File: config.mk
export PLATFORM = sky130hd
export DESIGN_NAME = exchange_sort_by_key_top
export DESIGN_NICKNAME = d
export VERILOG_FILES = /design/src/hw/rtl/ebk_pkg.sv /design/src/hw/rtl/ebk_fifo.sv /design/src/hw/rtl/ebk_front.sv /design/src/hw/rtl/ebk_back.sv /design/src/hw/rtl/exchange_sort_by_key_top.sv
export SDC_FILE = /design/constraint.sdc
export NUM_CORES = 2
export LEC_CHECK = 0
export BUFFER_PORTS_ARGS = -buffer_cell sky130_fd_sc_hd__buf_2
export CORE_MARGIN = 1
export CORE_UTILIZATION = 35
export CTS_BUF_LIST = sky130_fd_sc_hd__clkbuf_4 sky130_fd_sc_hd__clkbuf_8 sky130_fd_sc_hd__clkbuf_16
export DETAILED_ROUTE_END_ITERATION = 12
export MAX_ROUTING_LAYER = met4
export SYNTH_ARGS = -nofsm -noshare
export SYNTH_HDL_FRONTEND = slang
export SYNTH_SLANG_ARGS = --single-unit
File: constraint.sdc
create_clock -name clk_i -period 10.35 [get_ports clk_i]
set_input_delay 0.5175 -clock clk_i [delete_from_list [all_inputs] [get_ports clk_i]]
set_output_delay 0.5175 -clock clk_i [all_outputs]
set_load 0.005 [all_outputs]
File: src/hw/rtl/ebk_pkg.sv
`timescale 1ns / 1ps
// ----------------------------------------------------------------------------
// ebk_pkg
// Shared types and constants for the exchange sort by key block.
// ----------------------------------------------------------------------------
package ebk_pkg;

  localparam int unsigned CapacityDefault = 64;
  localparam int unsigned KeyW            = 32;
  localparam int unsigned TagW            = 16;
  localparam int unsigned ModeW           = 2;
  localparam int unsigned QueueDepth      = 4;
  localparam int unsigned QueuePtrW       = $clog2(QueueDepth);
  localparam int unsigned QueueCntW       = $clog2(QueueDepth + 1);

  typedef enum logic [ModeW-1:0] {
    ModeKeep = 2'd0,
    ModeAsc  = 2'd1,
    ModeDesc = 2'd2
  } order_mode_e;

  typedef enum logic [2:0] {
    BkLoad,
    BkRdI,
    BkLdI,
    BkCmp,
    BkWrI,
    BkEmitRd,
    BkEmitLd
  } back_state_e;

  // One classified record handed from the front to the back
  typedef struct packed {
    logic signed [KeyW-1:0] key;
    logic [TagW-1:0]        tag;
    logic                   last;
    logic                   store;
    logic                   ovf;
  } ebk_entry_t;

endpackage

File: src/hw/rtl/ebk_fifo.sv
`timescale 1ns / 1ps
// ----------------------------------------------------------------------------
// ebk_fifo
// Short queue of classified records between the front and the back.
// ----------------------------------------------------------------------------
module ebk_fifo (
  input  logic               clk_i,
  input  logic               rst_ni,
  input  logic               push_i,
  input  ebk_pkg::ebk_entry_t wdata_i,
  output logic               full_o,
  input  logic               pop_i,
  output ebk_pkg::ebk_entry_t rdata_o,
  output logic               empty_o
);
  import ebk_pkg::*;

  ebk_entry_t           slot_q [QueueDepth];
  logic [QueuePtrW-1:0] wr_ptr_q, wr_ptr_d;
  logic [QueuePtrW-1:0] rd_ptr_q, rd_ptr_d;
  logic [QueueCntW-1:0] cnt_q, cnt_d;
  logic                 do_push, do_pop;

  assign full_o  = (cnt_q == QueueCntW'(QueueDepth));
  assign empty_o = (cnt_q == '0);
  assign do_push = push_i && !full_o;
  assign do_pop  = pop_i && !empty_o;
  assign rdata_o = slot_q[rd_ptr_q];

  always_comb begin
    wr_ptr_d = wr_ptr_q;
    rd_ptr_d = rd_ptr_q;
    cnt_d    = cnt_q;
    if (do_push) begin
      wr_ptr_d = (wr_ptr_q == QueuePtrW'(QueueDepth - 1)) ? '0 : wr_ptr_q + QueuePtrW'(1);
    end
    if (do_pop) begin
      rd_ptr_d = (rd_ptr_q == QueuePtrW'(QueueDepth - 1)) ? '0 : rd_ptr_q + QueuePtrW'(1);
    end
    if (do_push && !do_pop) begin
      cnt_d = cnt_q + QueueCntW'(1);
    end else if (do_pop && !do_push) begin
      cnt_d = cnt_q - QueueCntW'(1);
    end
  end

  always_ff @(posedge clk_i or negedge rst_ni) begin
    if (!rst_ni) begin
      wr_ptr_q <= '0;
      rd_ptr_q <= '0;
      cnt_q    <= '0;
    end else begin
      wr_ptr_q <= wr_ptr_d;
      rd_ptr_q <= rd_ptr_d;
      cnt_q    <= cnt_d;
    end
  end

  always_ff @(posedge clk_i) begin
    if (do_push) begin
      slot_q[wr_ptr_q] <= wdata_i;
    end
  end

endmodule

File: src/hw/rtl/ebk_front.sv
`timescale 1ns / 1ps
// ----------------------------------------------------------------------------
// ebk_front
// Accepts records, counts them per set and marks those beyond capacity.
// ----------------------------------------------------------------------------
module ebk_front #(
  parameter int unsigned CAPACITY = ebk_pkg::CapacityDefault
) (
  input  logic                             clk_i,
  input  logic                             rst_ni,
  input  logic                             push,
  output logic                             full,
  input  logic signed [ebk_pkg::KeyW-1:0]  sort_key_i,
  input  logic [ebk_pkg::TagW-1:0]         record_tag_i,
  input  logic                             last_record_i,
  output logic                             q_push_o,
  output ebk_pkg::ebk_entry_t              q_wdata_o,
  input  logic                             q_full_i
);
  import ebk_pkg::*;

  localparam int unsigned CntW = $clog2(CAPACITY + 1);

  logic [CntW-1:0] cnt_q, cnt_d;
  logic            ovf_q, ovf_d;
  logic            accept, store;

  assign full   = q_full_i;
  assign accept = push && !q_full_i;
  assign store  = (cnt_q < CntW'(CAPACITY));

  // Dropped records that do not end a set only leave their mark in ovf
  assign q_push_o        = accept && (store || last_record_i);
  assign q_wdata_o.key   = sort_key_i;
  assign q_wdata_o.tag   = record_tag_i;
  assign q_wdata_o.last  = last_record_i;
  assign q_wdata_o.store = store;
  assign q_wdata_o.ovf   = ovf_q || !store;

  always_comb begin
    cnt_d = cnt_q;
    ovf_d = ovf_q;
    if (accept) begin
      if (last_record_i) begin
        cnt_d = '0;
        ovf_d = 1'b0;
      end else if (store) begin
        cnt_d = cnt_q + CntW'(1);
      end else begin
        ovf_d = 1'b1;
      end
    end
  end

  always_ff @(posedge clk_i or negedge rst_ni) begin
    if (!rst_ni) begin
      cnt_q <= '0;
      ovf_q <= 1'b0;
    end else begin
      cnt_q <= cnt_d;
      ovf_q <= ovf_d;
    end
  end

endmodule

File: src/hw/rtl/ebk_back.sv
`timescale 1ns / 1ps
// ----------------------------------------------------------------------------
// ebk_back
// Stores a set of records, runs the exchange sort over the record memory when
// the mode asks for one, and emits the set through an output register.
// ----------------------------------------------------------------------------
module ebk_back #(
  parameter int unsigned CAPACITY = ebk_pkg::CapacityDefault
) (
  input  logic                             clk_i,
  input  logic                             rst_ni,
  input  logic [ebk_pkg::ModeW-1:0]        mode_i,
  input  ebk_pkg::ebk_entry_t              q_rdata_i,
  input  logic                             q_empty_i,
  output logic                             q_pop_o,
  output logic                             empty,
  input  logic                             pop,
  output logic signed [ebk_pkg::KeyW-1:0]  out_key_o,
  output logic [ebk_pkg::TagW-1:0]         out_tag_o,
  output logic                             out_last_o,
  output logic                             dropped_any_o
);
  import ebk_pkg::*;

  localparam int unsigned AddrW = (CAPACITY > 1) ? $clog2(CAPACITY) : 1;
  localparam int unsigned CntW  = $clog2(CAPACITY + 1);

  back_state_e            state_q, state_d;
  logic [CntW-1:0]        cnt_q, cnt_d;
  logic                   ovf_q, ovf_d;
  logic [ModeW-1:0]       mode_q, mode_d;
  logic [AddrW-1:0]       i_q, i_d;
  logic [AddrW-1:0]       j_q, j_d;
  logic signed [KeyW-1:0] cur_key_q, cur_key_d;
  logic [TagW-1:0]        cur_tag_q, cur_tag_d;

  // Record memory, one write and one registered read port
  logic signed [KeyW-1:0] mem_key [CAPACITY];
  logic [TagW-1:0]        mem_tag [CAPACITY];
  logic                   mem_we;
  logic [AddrW-1:0]       mem_waddr, mem_raddr;
  logic signed [KeyW-1:0] mem_wkey, rd_key_q;
  logic [TagW-1:0]        mem_wtag, rd_tag_q;

  logic                   out_valid_q, out_valid_d, out_load;
  logic                   out_last_d;

  logic                   in_fire, sort_go, swap, more_j, more_i, slot_free, emit_end;

  assign in_fire   = (state_q == BkLoad) && !q_empty_i;
  assign sort_go   = ((mode_d == ModeAsc) || (mode_d == ModeDesc)) && (cnt_d >= CntW'(2));
  assign swap      = (mode_q == ModeAsc)  ? (cur_key_q > rd_key_q) :
                     (mode_q == ModeDesc) ? (rd_key_q > cur_key_q) : 1'b0;
  assign more_j    = ((CntW'(j_q) + CntW'(1)) < cnt_q);
  assign more_i    = ((CntW'(i_q) + CntW'(2)) < cnt_q);
  assign slot_free = !out_valid_q || pop;
  assign emit_end  = ((CntW'(i_q) + CntW'(1)) == cnt_q);

  // Next state
  always_comb begin
    state_d = state_q;
    unique case (state_q)
      BkLoad: begin
        if (in_fire && q_rdata_i.last) begin
          state_d = sort_go ? BkRdI : BkEmitRd;
        end
      end
      BkRdI:    state_d = BkLdI;
      BkLdI:    state_d = BkCmp;
      BkCmp: begin
        if (!more_j) begin
          state_d = BkWrI;
        end
      end
      BkWrI:    state_d = more_i ? BkLdI : BkEmitRd;
      BkEmitRd: begin
        if (slot_free) begin
          state_d = BkEmitLd;
        end
      end
      BkEmitLd: state_d = emit_end ? BkLoad : BkEmitRd;
      default:  state_d = BkLoad;
    endcase
  end

  // Datapath and memory control
  always_comb begin
    q_pop_o    = 1'b0;
    mem_we     = 1'b0;
    mem_waddr  = i_q;
    mem_wkey   = cur_key_q;
    mem_wtag   = cur_tag_q;
    mem_raddr  = i_q;
    cnt_d      = cnt_q;
    ovf_d      = ovf_q;
    mode_d     = mode_q;
    i_d        = i_q;
    j_d        = j_q;
    cur_key_d  = cur_key_q;
    cur_tag_d  = cur_tag_q;
    out_load   = 1'b0;
    out_last_d = emit_end;
    unique case (state_q)
      BkLoad: begin
        q_pop_o = in_fire;
        if (in_fire) begin
          if (q_rdata_i.store) begin
            mem_we    = 1'b1;
            mem_waddr = cnt_q[AddrW-1:0];
            mem_wkey  = q_rdata_i.key;
            mem_wtag  = q_rdata_i.tag;
            cnt_d     = cnt_q + CntW'(1);
          end
          if (q_rdata_i.last) begin
            ovf_d  = q_rdata_i.ovf;
            mode_d = mode_i;
            i_d    = '0;
          end
        end
      end
      BkRdI: begin
        j_d = i_q + AddrW'(1);
      end
      BkLdI: begin
        cur_key_d = rd_key_q;
        cur_tag_d = rd_tag_q;
        mem_raddr = j_q;
      end
      BkCmp: begin
        if (swap) begin
          mem_we    = 1'b1;
          mem_waddr = j_q;
          cur_key_d = rd_key_q;
          cur_tag_d = rd_tag_q;
        end
        mem_raddr = j_q + AddrW'(1);
        if (more_j) begin
          j_d = j_q + AddrW'(1);
        end
      end
      BkWrI: begin
        // Write back the winner of row i, fetch the head of row i+1
        mem_we    = 1'b1;
        mem_raddr = i_q + AddrW'(1);
        if (more_i) begin
          i_d = i_q + AddrW'(1);
          j_d = i_q + AddrW'(2);
        end else begin
          i_d = '0;
        end
      end
      BkEmitRd: begin
        mem_raddr = i_q;
      end
      BkEmitLd: begin
        out_load = 1'b1;
        i_d      = i_q + AddrW'(1);
        if (emit_end) begin
          cnt_d = '0;
        end
      end
      default: begin
      end
    endcase
  end

  always_comb begin
    out_valid_d = out_valid_q;
    if (out_load) begin
      out_valid_d = 1'b1;
    end else if (pop && out_valid_q) begin
      out_valid_d = 1'b0;
    end
  end

  always_ff @(posedge clk_i or negedge rst_ni) begin
    if (!rst_ni) begin
      state_q     <= BkLoad;
      cnt_q       <= '0;
      ovf_q       <= 1'b0;
      mode_q      <= ModeAsc;
      i_q         <= '0;
      j_q         <= '0;
      out_valid_q <= 1'b0;
    end else begin
      state_q     <= state_d;
      cnt_q       <= cnt_d;
      ovf_q       <= ovf_d;
      mode_q      <= mode_d;
      i_q         <= i_d;
      j_q         <= j_d;
      out_valid_q <= out_valid_d;
    end
  end

  always_ff @(posedge clk_i) begin
    cur_key_q <= cur_key_d;
    cur_tag_q <= cur_tag_d;
    if (out_load) begin
      out_key_o     <= rd_key_q;
      out_tag_o     <= rd_tag_q;
      out_last_o    <= out_last_d;
      dropped_any_o <= ovf_q;
    end
  end

  always_ff @(posedge clk_i) begin
    if (mem_we) begin
      mem_key[mem_waddr] <= mem_wkey;
      mem_tag[mem_waddr] <= mem_wtag;
    end
    rd_key_q <= mem_key[mem_raddr];
    rd_tag_q <= mem_tag[mem_raddr];
  end

  assign empty = !out_valid_q;

endmodule

File: src/hw/rtl/exchange_sort_by_key_top.sv
`timescale 1ns / 1ps
// ----------------------------------------------------------------------------
// exchange_sort_by_key_top
// Collects a set of keyed records, sorts them by key with an exchange sort when
// the order mode asks for one, and returns the set's stored records in the resulting order.
// ----------------------------------------------------------------------------
//  channel   | handshake           | payload
//  ----------+---------------------+-----------------------------------------
//  records   | push / full         | sort_key_i, record_tag_i, last_record_i
//  results   | empty / pop         | out_key_o, out_tag_o, out_last_o,
//            |                     | dropped_any_o
//  config    | cfg_we_i            | cfg_wdata_i (order_mode)
//
//  Records enter one per cycle while the queue is not full, through a four-entry
//  queue into the record memory. A set is sorted with one compare per cycle on the
//  single read port of the record memory; each row also loads and stores its head.
//  Each result then passes through a memory read and an output register load.
//  Reset clears control state and sets order_mode to ascending; the memory is not
//  cleared. full rises while the queue is full; a stalled pop holds the result.
// ----------------------------------------------------------------------------
module exchange_sort_by_key_top #(
  parameter int unsigned CAPACITY = ebk_pkg::CapacityDefault
) (
  input  logic                             clk_i,
  input  logic                             rst_ni,
  input  logic                             push,
  output logic                             full,
  input  logic signed [ebk_pkg::KeyW-1:0]  sort_key_i,
  input  logic [ebk_pkg::TagW-1:0]         record_tag_i,
  input  logic                             last_record_i,
  output logic                             empty,
  input  logic                             pop,
  output logic signed [ebk_pkg::KeyW-1:0]  out_key_o,
  output logic [ebk_pkg::TagW-1:0]         out_tag_o,
  output logic                             out_last_o,
  output logic                             dropped_any_o,
  input  logic                             cfg_we_i,
  input  logic [ebk_pkg::ModeW-1:0]        cfg_wdata_i
);
  import ebk_pkg::*;

  logic [ModeW-1:0] mode_q;
  logic             q_push, q_full, q_pop, q_empty;
  ebk_entry_t       q_wdata, q_rdata;

  always_ff @(posedge clk_i or negedge rst_ni) begin
    if (!rst_ni) begin
      mode_q <= ModeAsc;
    end else if (cfg_we_i) begin
      mode_q <= cfg_wdata_i;
    end
  end

  ebk_front #(
    .CAPACITY(CAPACITY)
  ) u_front (
    .clk_i        (clk_i),
    .rst_ni       (rst_ni),
    .push         (push),
    .full         (full),
    .sort_key_i   (sort_key_i),
    .record_tag_i (record_tag_i),
    .last_record_i(last_record_i),
    .q_push_o     (q_push),
    .q_wdata_o    (q_wdata),
    .q_full_i     (q_full)
  );

  ebk_fifo u_fifo (
    .clk_i  (clk_i),
    .rst_ni (rst_ni),
    .push_i (q_push),
    .wdata_i(q_wdata),
    .full_o (q_full),
    .pop_i  (q_pop),
    .rdata_o(q_rdata),
    .empty_o(q_empty)
  );

  ebk_back #(
    .CAPACITY(CAPACITY)
  ) u_back (
    .clk_i        (clk_i),
    .rst_ni       (rst_ni),
    .mode_i       (mode_q),
    .q_rdata_i    (q_rdata),
    .q_empty_i    (q_empty),
    .q_pop_o      (q_pop),
    .empty        (empty),
    .pop          (pop),
    .out_key_o    (out_key_o),
    .out_tag_o    (out_tag_o),
    .out_last_o   (out_last_o),
    .dropped_any_o(dropped_any_o)
  );

endmodule

# After elaboration in Yosys (flattened, before gate mapping)

Memory sizes are Yosys's and may differ from the RTL's. A register that Yosys moved wholly into a read port is not among the register bits.
Cells that the tools add are included.

Register bits: 141
Memory bits (writable): 3276
Input bits: 56
Output and inout bits: 52
Word-level logic and storage cells: 156
Memories: 3

$add $sub $neg: 12
Magnitude comparators: 6
Equality and inequality tests: 23
Mux-type cells: 58
Reductions and logical operators: 35

Memories:

| name           | depth | width | rd ports | clocked after memory_dff | wr ports | RTL line       | text |
|---|---|---|---|---|---|---|---|
| u_back.mem_key | 64    | 32    | 1        | 1                        | 1        | ebk_back.sv:38 | `logic signed [KeyW-1:0] mem_key [CAPACITY];` |
| u_back.mem_tag | 64    | 16    | 1        | 1                        | 1        | ebk_back.sv:39 | `logic [TagW-1:0] mem_tag [CAPACITY];` |
| u_fifo.slot_q  | 4     | 51    | 1        | 0                        | 1        | ebk_fifo.sv:18 | `ebk_entry_t slot_q [QueueDepth];` |

Operator list:

| operator              | count |
|---|---|
| $mux W32              | 4 |
| $gt A32 B32 Y1        | 2 |
| $mux W16              | 4 |
| $pmux W32 S2          | 1 |
| $pmux W6 S3           | 3 |
| $mux W6               | 8 |
| $mux W7               | 5 |
| $pmux W16 S2          | 1 |
| $mux W3               | 8 |
| $pmux W3 S7           | 1 |
| $mux W1               | 15 |
| $add A6 B1 Y7 const B | 2 |
| $add A7 B1 Y7 const B | 2 |
| $lt A7 B7 Y1          | 2 |
| $pmux W7 S2           | 1 |
| $add A6 B1 Y6 const B | 2 |
| $eq A3 B3 Y1 const B  | 4 |
| $ne A2 B1 Y1 const B  | 6 |
| $pmux W6 S2           | 1 |
| $reduce_and A3 Y1     | 4 |
| $logic_and A1 B1 Y1   | 10 |
| $mux W2               | 5 |
| $eq A2 B2 Y1 const B  | 4 |
| $reduce_bool A2 Y1    | 4 |
| 18 further kinds      | 35 |

# Logic depth before layout (Yosys ltp)

Word-level depth: 11
Gate-level depth with buffers: 14
Mapped depth without buffers: 11

# Hierarchy

Synthesis repeated with hierarchy kept, for this count alone.

Cell total of the unflattened synthesis: 6011
Area total of the unflattened synthesis: 134894.4 um2

By module, submodules not included:

| module                   | instances | cells an instance | area an instance (um2) | sequential area each (um2) |
|---|---|---|---|---|
| ebk_back                 | 1         | 5601              | 126173.5               | 96804.1 |
| ebk_fifo                 | 1         | 304               | 7802.5                 | 6301.0 |
| ebk_front                | 1         | 102               | 844.6                  | 200.2 |
| exchange_sort_by_key_top | 1         | 4                 | 73.8                   | 51.3 |

# Worst setup path after synthesis

OpenSTA, ideal clock, no wires.

Path type: register to register
From: register u_back.cur_key_q[13]
To: memory u_back.mem_key[58][0], enable pin
Setup time: 573 ps
Arrival time: 7235 ps
Required time: 9777 ps
Path slack: 2542 ps
Cell stages (with the launch flop): 13
Buffers on the path: 2
Clock period less this slack: 7808 ps
Path through: edfxtp_1 > inv_1 > ha_1 > a21o_1 > a21o_1 > a2111oi_2 > a31oi_1 > o22ai_2 > buf_6 > mux2_2 > o21bai_1 > buf_2 > nor4_1

Cells in the longest elaborated chain, start to end: 7
Elaborated cells on any way between the ends: 10
Classes of those cells: order compare: 2; mux: 8

Ends and longest elaborated chain:

| item                          | RTL line        | text |
|---|---|---|
| from (decl)                   | ebk_back.sv:34  | `logic signed [KeyW-1:0] cur_key_q, cur_key_d;` |
| from (signal assigned)        | ebk_back.sv:197 | `cur_key_q <= cur_key_d;` |
| $gt A32 B32 Y1                | ebk_back.sv:53  | `(mode_q == ModeDesc) ? (rd_key_q > cur_key_q) : 1'b0;` |
| $mux W1                       | ebk_back.sv:53  |  |
| $mux W1 (*)                   | ebk_back.sv:52  | `assign swap = (mode_q == ModeAsc) ? (cur_key_q > rd_key_q) :` |
| $mux W1                       | ebk_back.sv:130 | `if (swap) begin` |
| $pmux W1 S3                   | ebk_back.sv:103 | `unique case (state_q)` |
| $mux W1                       | ebk_back.sv:208 | `if (mem_we) begin` |
| $mux W1 (implied by the code) | ebk_back.sv:209 | `mem_key[mem_waddr] <= mem_wkey;` |
| to (decl)                     | ebk_back.sv:38  |  |

Mark *: on every way between the ends. The rest lies on a longest branch, timed or not.

# Final worst setup path

From: register u_back.cur_key_q[27]
To: memory u_back.mem_tag[48][3], enable pin

Cells in the longest elaborated chain, start to end: 7
Elaborated cells on any way between the ends: 10
Classes of those cells: order compare: 2; mux: 8

Ends and longest elaborated chain:

| item                          | RTL line        | text |
|---|---|---|
| $gt A32 B32 Y1                | ebk_back.sv:53  |  |
| $mux W1                       | ebk_back.sv:53  |  |
| $mux W1 (*)                   | ebk_back.sv:52  |  |
| $mux W1                       | ebk_back.sv:130 |  |
| $pmux W1 S3                   | ebk_back.sv:103 |  |
| $mux W1                       | ebk_back.sv:208 |  |
| $mux W1 (implied by the code) | ebk_back.sv:210 | `mem_tag[mem_waddr] <= mem_wtag;` |
| to (decl)                     | ebk_back.sv:39  |  |

Marks and branches as above.

==> summary.txt <==
Route
  • Vias: 66092
  • Total wire length: 372000 um
  • Post-route ant nets: 0
  • Initial DRC Count: 8802
  • Wirelength per Cell: 31.3 um
  • DRC: 0
  • DRT Pass-1 Iters: 8
  • Via density per instance: 5.55

Power
  • Clk pwr share: 0.224
  • Seq pwr share: 0.356
  • Comb pwr share: 0.420
  • Max VDD drop: 0.000462 V
  • Total power: 55800 uW
  • Lkg Pwr: 0.0486 uW
  • Power Density: 362 nW/um^2
  • Psw: 21000 uW
  • Switch share: 0.376
  • Pint: 34800 uW

Clock tree
  • Post-CTS Resized: 0
  • CTS buffer count: 352
  • CTS tree: yes
  • Worst skew pair latency: 0.97 ns
  • H-Tree Depth: 5
  • CTS max path bufs: 4
  • Root Driver: clkbuf_16
  • Worst-path clk slew: 0.06 ns
  • TritonCTS Sinks: 3465

Synth
  • Simple-gate share of the synthesized area: 0.0208
  • Yosys reg bits: 3465
  • Area contributors post-synth: edfxtp_1 (75%), mux4_2 (14%), mux2i_1 (2.6%)
  • Mapped Avg Cell Area: 21.6 sq um
  • Cells after synthesis: 6230
  • Post-synthesis adder-cell area fraction: 0.00536
  • Multiplexer area fraction after synthesis: 0.165
  • Synth Flop Type: edfxtp_1
  • Net Count, Synth: 6343
  • Yosys Warn Count: 0
  • Synth unique cells: 76
  • Post-synth top cells: edfxtp_1 (3374), mux4_2 (819), mux2i_1 (346)
  • Mapped cell area: 134000 sq um
  • Async S/R FF share, synth: 0.0124
  • XOR/XNOR Fraction of Synth Area: 0.00173
  • Most common cell in the netlist: edfxtp_1
  • Yosys top cell area share: 0.753
  • Largest family of logic cells by synthesized area: multiplexers
  • Compound-gate portion of the synthesized area: 0.0261
  • Area leader, netlist: edfxtp_1
  • Number of synthesized flops with an enable pin: 3374
  • Sequential area share after synthesis: 0.769

Global route
  • Overall Global Routing Usage: 0.194
  • Grt ovf: 0
  • Vias in the first global route: 66198
  • First-pass GRT wire length: 521000 um
  • Initial antenna violation count: 36
  • Largest net degree at the start of global routing: 134

Die
  • Die width: 622 um
  • Initial Util: 0.352
  • Cell Rows: 227
  • Num ports: 108
  • Die Height: 622 um
  • Area of the core: 382000 sq um
  • DIE AREA: 387000 sq um

Timing
  • Final worst-path cycle share: 0.675
  • Final Skew: 0.0975 ns
  • Worst slew margin: 0.0501
  • Final setup viols: 0
  • Slew Viols, Final: 0
  • Max Fclk: 0.143 GHz
  • RSZ-0062 raised after global routing: no
  • Total negative slack: 0 ns
  • Clock period minus final worst setup slack: 6.99 ns
  • Final Hold Fails: 0
  • Slew @ Worst Pin: 1.42 ns

Setup path
  • CP Class: flop to flop
  • CP peak stage delay: 0.85 ns
  • CP startpoint kind: flop
  • CP Data Arrival Time: 7.52 ns
  • Reg-to-Reg Start: u_back.cur_key_q[27]
  • Data required time of the worst path: 10.88 ns
  • Worst path cell trace: inv_1, ha_1, nand4_1, or4_1, a31oi_1, o22ai_2, mux2i_2, a211oi_2, nand3_1, nor2_4, buf_4
  • Critical path endpoint category: flop
  • CP max FO: 32
  • Slowest-stage cell, CP: nand3_1
  • Critical path origin: u_back.cur_key_q[27]
  • Cell depth of the worst flop-to-flop path: 11

Job
  • Number of max-cap violations: 0

Finish
  • Fill cells: 33288
  • Final net count: 6699
  • Layout cells sized above 1: 0.265
  • Multi-input gate area: 30300 sq um
  • Fin area: 154000 sq um
  • Seq. cell area: 103000 sq um
  • Final core occ: 0.404
  • Area grow syn2layout: 14.7%

Outcome
  • Run status: completed

Placement
  • Routability cong.: 0.888
  • DP Area: 142000 sq um
  • Final HPWL DP: 219000 um
  • IO buf count: 107

Worst hold path
  • Hold Crit Depth: 1
  • Worst Hold Class: input pin to flop
  • HP Start: sort_key_i[29]
layout make-up:
| cell class | count | share of cell area |
|---|---|---|
| timing repair buffer | 354 | 0.0179 |
| inverter | 55 | 0.00135 |
| antenna | 12 | 0.000195 |
| clock inverter | 180 | 0.0108 |
| tap | 5038 | 0.0409 |
| sequential | 3465 | 0.670 |
| clock buffer | 453 | 0.0627 |
| multi-input combinational | 2358 | 0.196 |
metal layers:
layer | track usage | share of wire
met5 | - | 0
met1 | 0.269 | 0.42
met2 | 0.299 | 0.47
met4 | 0.0456 | 0.025
met3 | 0.0354 | 0.086
state kept, by name (all words and copies together), names as in the netlist, 3 cells and up:
register	flops
u_front.cnt_q	7
u_back.cnt_q	7
u_back.rd_key_q	32
u_back.mem_key	2048
u_back.state_q	3
u_fifo.cnt_q	3
u_fifo.slot_q	204
u_back.cur_tag_q	16
u_back.j_q	6
u_back.i_q	6
u_back.rd_tag_q	16
u_back.mem_tag	1024
u_back.cur_key_q	32
u_back.out_key_o	32
u_back.out_tag_o	16
per-stage QoR:
stage | hold slack [ns] | setup slack (ns) | cells
floorplan | 0.222 | 2.54 | 6230
global placement | 0.432 | 3.86 | 11216
detailed placement | 0.421 | 3.80 | 11216
CTS | 0.0221 | 3.70 | 11903
global route | 0.0346 | 3.30 | 11909
finish | 0.0516 | 3.36 | 11915
critical path, delay by kind of cell (launching register included):
family	cells	cell delay, ns
buffers and inverters	2	0.76
AOI/OAI and AO/OA	3	1.73
DFF	1	0.33
muxes	1	0.35
and+or+nand+nor	4	2.91
adders and majority gates	1	0.32
path summary, 6_finish.rpt:
check / slack (ns) / end
worst max register to register: 3.36 / u_back.mem_tag[48][3]
max in group asynchronous: 9.50 / u_fifo.rd_ptr_q[0]
worst min register to register: 0.43 / u_back.out_tag_o[15]
worst min-delay path: 0.05 / u_fifo.slot_q[1][48]
min in group asynchronous: 0.28 / mode_q[1]
worst max-delay path: 3.36 / u_back.mem_tag[48][3]
layout by cell type, fill, tap and decap left out, types with 7 or more instances in the layout:
cell type | Yosys | layout
nand2b_1 | 11 | 11
a211oi_1 | 197 | 197
o21a_1 | 7 | 7
a21o_1 | 12 | 12
dlygate4sd3_1 | 0 | 54
xor2_1 | 13 | 13
mux2_2 | 18 | 17
xnor2_1 | 11 | 11
edfxtp_1 | 3374 | 3374
mux2i_1 | 346 | 346
clkbuf_16 | 0 | 355
nor2b_1 | 198 | 198
nor2_4 | 0 | 38
a21oi_1 | 234 | 232
nor3_1 | 33 | 16
nor2_1 | 68 | 30
dfxtp_1 | 48 | 48
mux4_2 | 819 | 819
clkinv_1 | 0 | 76
nor3_2 | 4 | 18
clkbuf_4 | 0 | 90
nand3_1 | 15 | 14
dfrtp_1 | 41 | 39
clkbuf_8 | 0 | 8
o21ai_0 | 62 | 30
inv_1 | 55 | 54
clkinvlp_4 | 0 | 7
nand4_1 | 15 | 15
inv_16 | 0 | 8
buf_2 | 118 | 107
buf_12 | 0 | 19
buf_4 | 7 | 174
diode_2 | 0 | 12
bufinv_16 | 0 | 20
ha_1 | 56 | 56
clkinv_2 | 0 | 51
nand2_1 | 139 | 139
o21ai_4 | 0 | 34
repair_timing:
item,CTS,global route
buffers inserted,0,0
hold endpoints to repair,243,0
hold buffers,54,0
power groups by stage:
stage	sequential, uW	clock [uW]	combinational, uW
final	19900	12500	23400
after global routing	19900	13200	24600
after CTS	19900	12700	23700
after detailed placement	20100	0	23600
after global placement	20100	0	23300
after floorplan	20100	0	14300
cell families after synthesis:
| group | after synthesis |
|---|---|
| fa+ha+maj | 57 |
| compound gates | 561 |
| buf+inv | 407 |
| xor+xnor | 25 |
| flops | 3465 |
| simple gates | 531 |
| mux | 1184 |
No activity file was read; power rests on OpenSTA's default activity.
